File: config.mk
export PLATFORM = sky130hd
export DESIGN_NAME = linear_key_value_table
export DESIGN_NICKNAME = d
export VERILOG_FILES = /design/src/rtl/core/lkv_pkg.sv /design/src/rtl/core/lkv_mem.sv /design/src/rtl/core/lkv_ctrl.sv /design/src/rtl/core/linear_key_value_table.sv
export SDC_FILE = /design/constraint.sdc
export NUM_CORES = 2
export LEC_CHECK = 0
export BUFFER_PORTS_ARGS = -buffer_cell sky130_fd_sc_hd__buf_2
export CAP_MARGIN = 15
export CORE_MARGIN = 3
export CORE_UTILIZATION = 25
export CTS_BUF_LIST = sky130_fd_sc_hd__clkbuf_16
export DETAILED_ROUTE_END_ITERATION = 8
export HOLD_SLACK_MARGIN = 0.1
export PLACE_DENSITY = 0.43
export SETUP_SLACK_MARGIN = 0.1
export SLEW_MARGIN = 20
export SYNTH_ARGS = -nofsm -noshare
export SYNTH_HDL_FRONTEND = slang
export SYNTH_SLANG_ARGS = --single-unit
File: constraint.sdc
create_clock -name i_clk -period 11.5 [get_ports i_clk]
set_clock_uncertainty 0.05 [all_clocks]
set_input_delay 1.725 -clock i_clk [delete_from_list [all_inputs] [get_ports i_clk]]
set_output_delay 1.725 -clock i_clk [all_outputs]
set_load 0.02 [all_outputs]
File: src/rtl/core/lkv_pkg.sv
// Shared field widths, codes and result type of the linear key/value table.
package lkv_pkg;

    localparam int CAPACITY_DEF    = 16;
    localparam int KEY_WIDTH_DEF   = 32;
    localparam int VALUE_WIDTH_DEF = 32;

    localparam int OPCODE_W = 3;
    localparam int KEY_W    = 32;
    localparam int VALUE_W  = 32;
    localparam int STATUS_W = 2;
    localparam int INDEX_W  = 4;
    localparam int COUNT_W  = 5;

    function automatic int lkv_aw(input int capacity);
        return (capacity > 1) ? $clog2(capacity) : 1;
    endfunction

    function automatic int lkv_dw(input int key_width, input int value_width);
        return ((key_width < KEY_W) ? key_width : KEY_W)
             + ((value_width < VALUE_W) ? value_width : VALUE_W);
    endfunction

    typedef enum logic [OPCODE_W-1:0] {
        OP_CLEAR  = 3'd0,
        OP_INSERT = 3'd1,
        OP_ERASE  = 3'd2,
        OP_LOOKUP = 3'd3,
        OP_ACCESS = 3'd4
    } t_opcode;

    typedef enum logic [STATUS_W-1:0] {
        ST_OK        = 2'd0,
        ST_NOT_FOUND = 2'd1,
        ST_FULL      = 2'd2
    } t_status;

    typedef struct packed {
        t_status              status;
        logic                 found;
        logic [INDEX_W-1:0]   index;
        logic [VALUE_W-1:0]   read_value;
        logic [COUNT_W-1:0]   count;
        logic                 is_empty;
    } t_result;

endpackage

File: src/rtl/core/lkv_mem.sv
// Entry memory holding one key and value per row, one write and one registered read port.
module lkv_mem #(
    parameter int DEPTH  = 16,
    parameter int ADDR_W = 4,
    parameter int DATA_W = 64
) (
    input  logic              i_clk,
    input  logic              i_re,
    input  logic [ADDR_W-1:0] i_raddr,
    input  logic              i_we,
    input  logic [ADDR_W-1:0] i_waddr,
    input  logic [DATA_W-1:0] i_wdata,
    output logic [DATA_W-1:0] o_rdata
);

    logic [DATA_W-1:0] r_mem [DEPTH];
    logic [DATA_W-1:0] r_rdata;

    always_ff @(posedge i_clk) begin
        if (i_we) begin
            r_mem[i_waddr] <= i_wdata;
        end
        if (i_re) begin
            r_rdata <= r_mem[i_raddr];
        end
    end

    assign o_rdata = r_rdata;

endmodule

File: src/rtl/core/lkv_ctrl.sv
// Sequencer that searches, appends and compacts the entry memory and forms each result.
module lkv_ctrl
    import lkv_pkg::*;
#(
    parameter int CAPACITY    = CAPACITY_DEF,
    parameter int KEY_WIDTH   = KEY_WIDTH_DEF,
    parameter int VALUE_WIDTH = VALUE_WIDTH_DEF
) (
    input  logic                                 i_clk,
    input  logic                                 i_rst_n,
    input  logic                                 i_valid,
    input  logic [OPCODE_W-1:0]                  i_opcode,
    input  logic [KEY_W-1:0]                     i_key,
    input  logic [VALUE_W-1:0]                   i_value,
    output logic                                 o_busy,
    output logic                                 o_res_valid,
    output t_result                              o_res,
    input  logic                                 i_res_ready,
    output logic                                 o_mem_re,
    output logic [lkv_aw(CAPACITY)-1:0]          o_mem_raddr,
    output logic                                 o_mem_we,
    output logic [lkv_aw(CAPACITY)-1:0]          o_mem_waddr,
    output logic [lkv_dw(KEY_WIDTH, VALUE_WIDTH)-1:0] o_mem_wdata,
    input  logic [lkv_dw(KEY_WIDTH, VALUE_WIDTH)-1:0] i_mem_rdata
);

    localparam int KS_W = (KEY_WIDTH < KEY_W) ? KEY_WIDTH : KEY_W;
    localparam int VS_W = (VALUE_WIDTH < VALUE_W) ? VALUE_WIDTH : VALUE_W;
    localparam int AW   = (CAPACITY > 1) ? $clog2(CAPACITY) : 1;
    localparam int CW   = $clog2(CAPACITY + 1);

    typedef enum logic [3:0] {
        S_IDLE   = 4'b0001,
        S_SEARCH = 4'b0010,
        S_SHIFT  = 4'b0100,
        S_DONE   = 4'b1000
    } t_state;

    t_state                r_state, n_state;
    logic [OPCODE_W-1:0]   r_op, n_op;
    logic [KS_W-1:0]       r_key, n_key;
    logic [VS_W-1:0]       r_val, n_val;
    logic [CW-1:0]         r_count, n_count;
    logic [CW-1:0]         r_ra, n_ra;
    logic [AW-1:0]         r_ca, n_ca;
    logic                  r_cv, n_cv;
    logic                  r_hit, n_hit;
    t_status               r_status, n_status;
    logic [AW-1:0]         r_index, n_index;
    logic [VS_W-1:0]       r_rdv, n_rdv;

    logic [KS_W-1:0]       rd_key;
    logic [VS_W-1:0]       rd_val;
    logic                  match;
    logic                  full;
    logic                  more;
    logic [CW-1:0]         pos1;
    logic [AW+INDEX_W-1:0] idx_ext;
    logic [CW+COUNT_W-1:0] cnt_ext;
    logic [VS_W+VALUE_W-1:0] rdv_ext;

    assign rd_key = i_mem_rdata[KS_W+VS_W-1:VS_W];
    assign rd_val = i_mem_rdata[VS_W-1:0];
    assign match  = r_cv && (rd_key == r_key);
    assign full   = (r_count >= CW'(CAPACITY));
    assign more   = (r_ra < r_count);
    assign pos1   = CW'(r_ca) + CW'(1);

    always_comb begin
        n_state     = r_state;
        n_op        = r_op;
        n_key       = r_key;
        n_val       = r_val;
        n_count     = r_count;
        n_ra        = r_ra;
        n_ca        = r_ca;
        n_cv        = r_cv;
        n_hit       = r_hit;
        n_status    = r_status;
        n_index     = r_index;
        n_rdv       = r_rdv;
        o_mem_re    = 1'b0;
        o_mem_raddr = r_ra[AW-1:0];
        o_mem_we    = 1'b0;
        o_mem_waddr = r_count[AW-1:0];
        o_mem_wdata = {r_key, r_val};
        o_res_valid = 1'b0;
        case (r_state)
            S_IDLE: begin
                if (i_valid) begin
                    n_op    = i_opcode;
                    n_key   = i_key[KS_W-1:0];
                    n_val   = i_value[VS_W-1:0];
                    n_ra    = '0;
                    n_cv    = 1'b0;
                    n_state = S_SEARCH;
                end
            end
            S_SEARCH: begin
                if (match || (!r_cv && !more)) begin
                    n_hit    = match;
                    n_status = ST_OK;
                    n_index  = '0;
                    n_rdv    = '0;
                    n_cv     = 1'b0;
                    n_state  = S_DONE;
                    case (r_op)
                        OP_CLEAR: begin
                            n_count = '0;
                        end
                        OP_INSERT: begin
                            if (full) begin
                                n_status = ST_FULL;
                            end else begin
                                o_mem_we = 1'b1;
                                n_index  = r_count[AW-1:0];
                                n_count  = r_count + CW'(1);
                            end
                        end
                        OP_ERASE: begin
                            if (!match) begin
                                n_status = ST_NOT_FOUND;
                            end else begin
                                n_index = r_ca;
                                if (pos1 < r_count) begin
                                    o_mem_re    = 1'b1;
                                    o_mem_raddr = pos1[AW-1:0];
                                    n_ca        = pos1[AW-1:0];
                                    n_cv        = 1'b1;
                                    n_ra        = pos1 + CW'(1);
                                    n_state     = S_SHIFT;
                                end else begin
                                    n_count = r_count - CW'(1);
                                end
                            end
                        end
                        OP_LOOKUP: begin
                            if (!match) begin
                                n_status = ST_NOT_FOUND;
                            end else begin
                                n_index = r_ca;
                                n_rdv   = rd_val;
                            end
                        end
                        OP_ACCESS: begin
                            if (match) begin
                                n_index = r_ca;
                                n_rdv   = rd_val;
                            end else if (full) begin
                                n_status = ST_FULL;
                            end else begin
                                o_mem_we    = 1'b1;
                                o_mem_wdata = {r_key, {VS_W{1'b0}}};
                                n_index     = r_count[AW-1:0];
                                n_count     = r_count + CW'(1);
                            end
                        end
                        default: begin
                        end
                    endcase
                end else if (more) begin
                    o_mem_re = 1'b1;
                    n_ca     = r_ra[AW-1:0];
                    n_cv     = 1'b1;
                    n_ra     = r_ra + CW'(1);
                end else begin
                    n_cv = 1'b0;
                end
            end
            S_SHIFT: begin
                if (r_cv) begin
                    o_mem_we    = 1'b1;
                    o_mem_waddr = r_ca - AW'(1);
                    o_mem_wdata = i_mem_rdata;
                end
                if (more) begin
                    o_mem_re = 1'b1;
                    n_ca     = r_ra[AW-1:0];
                    n_cv     = 1'b1;
                    n_ra     = r_ra + CW'(1);
                end else begin
                    n_cv = 1'b0;
                end
                if (!r_cv) begin
                    n_count = r_count - CW'(1);
                    n_state = S_DONE;
                end
            end
            S_DONE: begin
                o_res_valid = 1'b1;
                if (i_res_ready) begin
                    n_state = S_IDLE;
                end
            end
            default: begin
                n_state = S_IDLE;
            end
        endcase
    end

    always_ff @(posedge i_clk) begin
        if (!i_rst_n) begin
            r_state <= S_IDLE;
            r_count <= '0;
            r_cv    <= 1'b0;
        end else begin
            r_state <= n_state;
            r_count <= n_count;
            r_cv    <= n_cv;
        end
        r_op     <= n_op;
        r_key    <= n_key;
        r_val    <= n_val;
        r_ra     <= n_ra;
        r_ca     <= n_ca;
        r_hit    <= n_hit;
        r_status <= n_status;
        r_index  <= n_index;
        r_rdv    <= n_rdv;
    end

    assign idx_ext = {{INDEX_W{1'b0}}, r_index};
    assign cnt_ext = {{COUNT_W{1'b0}}, r_count};
    assign rdv_ext = {{VALUE_W{1'b0}}, r_rdv};

    assign o_busy              = (r_state != S_IDLE);
    assign o_res.status        = r_status;
    assign o_res.found         = r_hit;
    assign o_res.index         = idx_ext[INDEX_W-1:0];
    assign o_res.read_value    = rdv_ext[VALUE_W-1:0];
    assign o_res.count         = cnt_ext[COUNT_W-1:0];
    assign o_res.is_empty      = (r_count == '0);

endmodule

File: src/rtl/core/linear_key_value_table.sv
// Top level of the linear key/value table: sequencer, entry memory and result register.
//
//  Channel  Direction  Handshake           Beat fields
//  input    in         i_valid / o_stall   i_opcode, i_key, i_value
//  result   out        o_valid / i_stall   o_status, o_found, o_index, o_read_value,
//                                          o_count, o_is_empty
//
// For every item, erase included, the search reads one row per cycle over the single read
// port and stops at the first match, and an erase carries the compaction on from there, so
// every row is still read only once.
// Reset clears the entry count and the sequencer; stored rows need no clearing pass.
// A finished result waits in the output register while the next item is taken in; while
// a held result blocks the following one, the sequencer stays busy and stalls the input.
module linear_key_value_table
    import lkv_pkg::*;
#(
    parameter int CAPACITY    = CAPACITY_DEF,
    parameter int KEY_WIDTH   = KEY_WIDTH_DEF,
    parameter int VALUE_WIDTH = VALUE_WIDTH_DEF
) (
    input  logic                i_clk,
    input  logic                i_rst_n,
    input  logic                i_valid,
    output logic                o_stall,
    input  logic [OPCODE_W-1:0] i_opcode,
    input  logic [KEY_W-1:0]    i_key,
    input  logic [VALUE_W-1:0]  i_value,
    output logic                o_valid,
    input  logic                i_stall,
    output logic [STATUS_W-1:0] o_status,
    output logic                o_found,
    output logic [INDEX_W-1:0]  o_index,
    output logic [VALUE_W-1:0]  o_read_value,
    output logic [COUNT_W-1:0]  o_count,
    output logic                o_is_empty
);

    localparam int KS_W = (KEY_WIDTH < KEY_W) ? KEY_WIDTH : KEY_W;
    localparam int VS_W = (VALUE_WIDTH < VALUE_W) ? VALUE_WIDTH : VALUE_W;
    localparam int AW   = (CAPACITY > 1) ? $clog2(CAPACITY) : 1;
    localparam int DW   = KS_W + VS_W;

    logic          busy;
    logic          res_valid;
    t_result       res;
    logic          out_free;
    logic          r_ov;
    t_result       r_out;
    logic          mem_re;
    logic [AW-1:0] mem_raddr;
    logic          mem_we;
    logic [AW-1:0] mem_waddr;
    logic [DW-1:0] mem_wdata;
    logic [DW-1:0] mem_rdata;

    lkv_ctrl #(
        .CAPACITY    (CAPACITY),
        .KEY_WIDTH   (KEY_WIDTH),
        .VALUE_WIDTH (VALUE_WIDTH)
    ) u_ctrl (
        .i_clk       (i_clk),
        .i_rst_n     (i_rst_n),
        .i_valid     (i_valid),
        .i_opcode    (i_opcode),
        .i_key       (i_key),
        .i_value     (i_value),
        .o_busy      (busy),
        .o_res_valid (res_valid),
        .o_res       (res),
        .i_res_ready (out_free),
        .o_mem_re    (mem_re),
        .o_mem_raddr (mem_raddr),
        .o_mem_we    (mem_we),
        .o_mem_waddr (mem_waddr),
        .o_mem_wdata (mem_wdata),
        .i_mem_rdata (mem_rdata)
    );

    lkv_mem #(
        .DEPTH  (CAPACITY),
        .ADDR_W (AW),
        .DATA_W (DW)
    ) u_mem (
        .i_clk   (i_clk),
        .i_re    (mem_re),
        .i_raddr (mem_raddr),
        .i_we    (mem_we),
        .i_waddr (mem_waddr),
        .i_wdata (mem_wdata),
        .o_rdata (mem_rdata)
    );

    assign out_free = !r_ov || !i_stall;

    always_ff @(posedge i_clk) begin
        if (!i_rst_n) begin
            r_ov <= 1'b0;
        end else if (res_valid && out_free) begin
            r_ov <= 1'b1;
        end else if (!i_stall) begin
            r_ov <= 1'b0;
        end
        if (res_valid && out_free) begin
            r_out <= res;
        end
    end

    assign o_stall      = busy;
    assign o_valid      = r_ov;
    assign o_status     = r_out.status;
    assign o_found      = r_out.found;
    assign o_index      = r_out.index;
    assign o_read_value = r_out.read_value;
    assign o_count      = r_out.count;
    assign o_is_empty   = r_out.is_empty;

    a_accept_busy: assert property (@(posedge i_clk) disable iff (!i_rst_n)
        (i_valid && !o_stall) |=> o_stall)
        else $error("Sequencer did not go busy after taking a beat.");

    a_not_found: assert property (@(posedge i_clk) disable iff (!i_rst_n)
        (o_valid && o_status == ST_NOT_FOUND) |-> (!o_found && o_index == '0
            && o_read_value == '0))
        else $error("Not-found result carries a match, an index or a value.");

    a_full: assert property (@(posedge i_clk) disable iff (!i_rst_n)
        (o_valid && o_status == ST_FULL) |-> (o_index == '0 && o_read_value == '0
            && !o_is_empty))
        else $error("Full result carries an index or a value, or claims empty.");

    a_empty: assert property (@(posedge i_clk) disable iff (!i_rst_n)
        (o_valid && o_is_empty) |-> (o_count == '0 && o_status != ST_FULL))
        else $error("Empty result with a non-zero count or a full status.");

endmodule

==> parameters.txt <==
Parameter                              Value

Global routing
  Via count of the first global-routing pass    43600
  Total routing usage reported by global routing    17.1%
  Pin count of the biggest net entering global routing    199
  Global-route wire length before repair    between 300 and 400 mm
  Residual overflow from global routing    0
  Number of antenna violations at the first check in global routing    5

Clock tree
  Total clock buffers created by CTS    151
  Clock network latency to the later pin of the worst-skew pair    800 ps
  Count of clock tree sinks    ~1300
  CTS Hold Buffers Added    0
  H-tree lvl count    4
  Number of gates resized after cts    0
  Buffers from clock root to sink, at most    3
  CTS tree    done
  Reg clk slew, reported paths    60 ps
  Cell chosen for the clock root    clkbuf_16
  Total setup buffers inserted after CTS    0

Power
  Power per cell area    160 nW/um2
  VDD IR-drop max    roughly 0.00014 V
  Leak Pwr    23.0 nW
  Gate power share    a little under 10%
  Fraction of power consumed by sequential logic    47.9%
  Internal    8.01 mW
  Reported net switching power    2.78 mW
  Clock network power share    between 40% and 50%
  Sw Ratio    25.8%

Floorplanning
  Die Footprint    ~240000 um2
  I/O pin count    118
  Core area    233000 um2
  Total number of placement rows    177
  Initial standard-cell utilization of the core    25.2%
  Width of the die    approximately 500 um
  Die Span Y    491 um

Critical path
  Worst endpoint required time    12110 ps
  Arrival @ worst endpoint    7120 ps
  Origin of the worst setup path    u_ctrl.r_ca[0]
  Critical path class    flop to flop
  Category of the worst setup path capture point    flop
  Startpoint type of the worst setup path    flop
  Startpoint of the lowest-slack register-to-register path    u_ctrl.r_ca[0]
  Worst-path fanout max    between 60 and 70
  Worst-case reg-to-reg path depth    14

STA
  Crit share post-route    around 57%
  Fin crit period    6500 ps
  F_max    154 MHz
  Worst slew slack as a fraction of its limit    between 20% and 30%
  Unrepaired setup endpoints after global routing    false
  Slew at the pin closest to its max-slew limit    1200 ps
  Setup TNS    0 ps
  Final setup vio count    0
  Hold Fails Final Rpt    0
  Final count of pins violating max slew    0
  Smallest setup slack after layout    5000 ps

Min path
  Hold Path Depth    0
  Startpoint of the most critical hold path    u_ctrl.r_rdv[6]
  Hold/Removal Path Class    flop to flop

Final layout
  Final net count    5534
  Total area of sequential cells    37700 um2
  Area taken by multi-input logic gates    19500 um2
  Area growth from synthesis to layout    14.3%
  Share of cells above drive strength 1    slightly above 8%
  Count of fill cells added during filler insertion    23800

Routing
  Total via count after detailed routing    45000
  Total length of routed wires    214 mm
  Drt wl/cell    24.6 um
  Post-route DRC violation count    0
  Number of routed nets with antenna violations    0
  Detailed Route Iter0 Violations    between 3000 and 4000
  Number of iterations in the first detailed-routing pass    6
  Via-to-Cell Ratio    5.17

Synth
  Share of async-settable or async-resettable flops after synthesis    0%
  Sequential fraction of the synthesis area    64.0%
  Most instantiated flip-flop cell in the synthesis netlist    edfxtp_1
  Instance count of the mapped netlist    5532
  Synth Cell Area    just under 60000 um2
  Synthesized Nets    between 5000 and 6000
  Number of synthesized register bits    between 1000 and 1500
  Avg Synthesized Cell Area    10.6 um2
  Number of enable-type register cells in the synthesized netlist    1248
  Synth unique cells    62
  Yosys Warn Count    0

Placement
  RD Place Congestion    0.762
  Placement-stage worst setup slack    5020 ps
  Buffers on Ports    117
  Detailed placement HPWL    104 mm

Run
  Max-cap check violation count    0

Outcome
  Result of the run    complete, no violations
## cell usage in the layout, fill, tap and decap left out, types with 35 or more instances in the layout
master / count
buf_2: 117
clkinv_1: 42
and3_1: 259
nand2_1: 1651
a22o_1: 36
edfxtp_1: 1248
a311oi_1: 257
clkbuf_16: 154
buf_4: 92
inv_1: 52
and2_1: 35
o21ai_0: 423
or3_1: 35
o22ai_1: 42
a21oi_1: 779
## worst max-delay path: stages, from the launching register on
cell and delay [ps]:
edfxtp_1 560, ha_1 310, xnor2_1 370, clkinv_1 330, ha_1 370, a21o_1 180
a31oi_1 190, o211a_1 220, and4_4 890, buf_4 750, mux2i_4 770, buf_6 740
o21ai_0 220, o2111ai_1 180, or3_1 140
## path summary, 6_finish.rpt
path	to	slack, ps
worst max-delay path	u_mem.o_rdata[59]	5000
worst min-delay path	o_read_value[6]	360
worst max register to register	u_mem.o_rdata[59]	5000
worst min register to register	o_read_value[6]	360
## registers in the layout, summed over array words and instances (netlist names), 2 cells and up
register and flops:
u_ctrl.r_ra 5, u_ctrl.r_op 3, u_ctrl.r_index 4, u_ctrl.r_rdv 32, u_mem.o_rdata 64, u_ctrl.r_state 4, o_status 2, o_read_value 32
o_index 4, u_ctrl.r_ca 4, u_ctrl.r_key 32, u_mem.r_mem 1024, u_ctrl.r_count 5, u_ctrl.r_status 2, u_ctrl.r_val 32, o_count 5
## area by class of cell
class                      count  share of cell area [%]
antenna                        3                  0.0112
clock buffer                 154                    5.73
multi-input combinational   3804                    29.0
tap                         3132                    5.82
clock inverter               119                    1.18
timing repair buffer         219                    2.17
sequential                  1259                    56.0
inverter                      14                   0.110
## power by group through the flow
stage,Clock [mW],Combinational [mW],Sequential [mW]
after floorplan,0,0.664,5.24
after global placement,0,1.07,5.26
after detailed placement,0,1.07,5.26
after CTS,4.69,1.07,5.17
after global routing,4.87,1.17,5.17
final,4.56,1.07,5.17
## per-stage QoR
| step | hold WS, ps | cells | utilization [%] | total power [mW] | instance area [um2] |
|---|---|---|---|---|---|
| 2_1_floorplan | 350 | 5532 | - | 5.91 | 58900 |
| 3_3_place_gp | 352 | 8428 | 26.8 | 6.33 | 62600 |
| 3_5_place_dp | 355 | 8428 | 26.8 | 6.34 | 62600 |
| 4_1_cts | 353 | 8701 | 28.8 | 10.9 | 67300 |
| 5_1_grt | 357 | 8701 | 28.8 | 11.2 | 67300 |
| 6_report | 362 | 8704 | 28.8 | 10.8 | 67300 |
## kinds of logic after synthesis
family	after synthesis	share of synthesized area, %
AND/OR/NAND/NOR	2120	15.5
AO/OA/AOI/OAI	1618	16.1
flip-flops	1259	64.0
buffers and inverters	469	3.28
XOR/XNOR	44	0.654
adder cells (fa/ha/maj)	14	0.297
multiplexers	8	0.155
## metal layers
layer  vias up  part of all wire, %  global-route usage [%]
met5         -                    0                       0
li1      20300                    -                       -
met3       267                  4.9                    2.17
met4         0                  2.2                    4.33
met2      1350                   48                    28.6
met1     23100                   45                    23.3
## Yosys cell counts, types with 24 or more instances
library cell | count | area [um2]
buf_2 | 49 | 245
o2111ai_1 | 33 | 289
nand2_1 | 1652 | 6200
o21ai_0 | 424 | 2120
or3_1 | 35 | 219
and3_1 | 259 | 1620
a311oi_1 | 257 | 2250
or4_1 | 32 | 240
clkbuf_1 | 381 | 1430
edfxtp_1 | 1248 | 37500
a21oi_1 | 781 | 3910
o22ai_1 | 42 | 263
a22o_1 | 36 | 315
and2_1 | 35 | 219
xnor2_1 | 24 | 210
No activity file was read; power rests on OpenSTA's default activity.
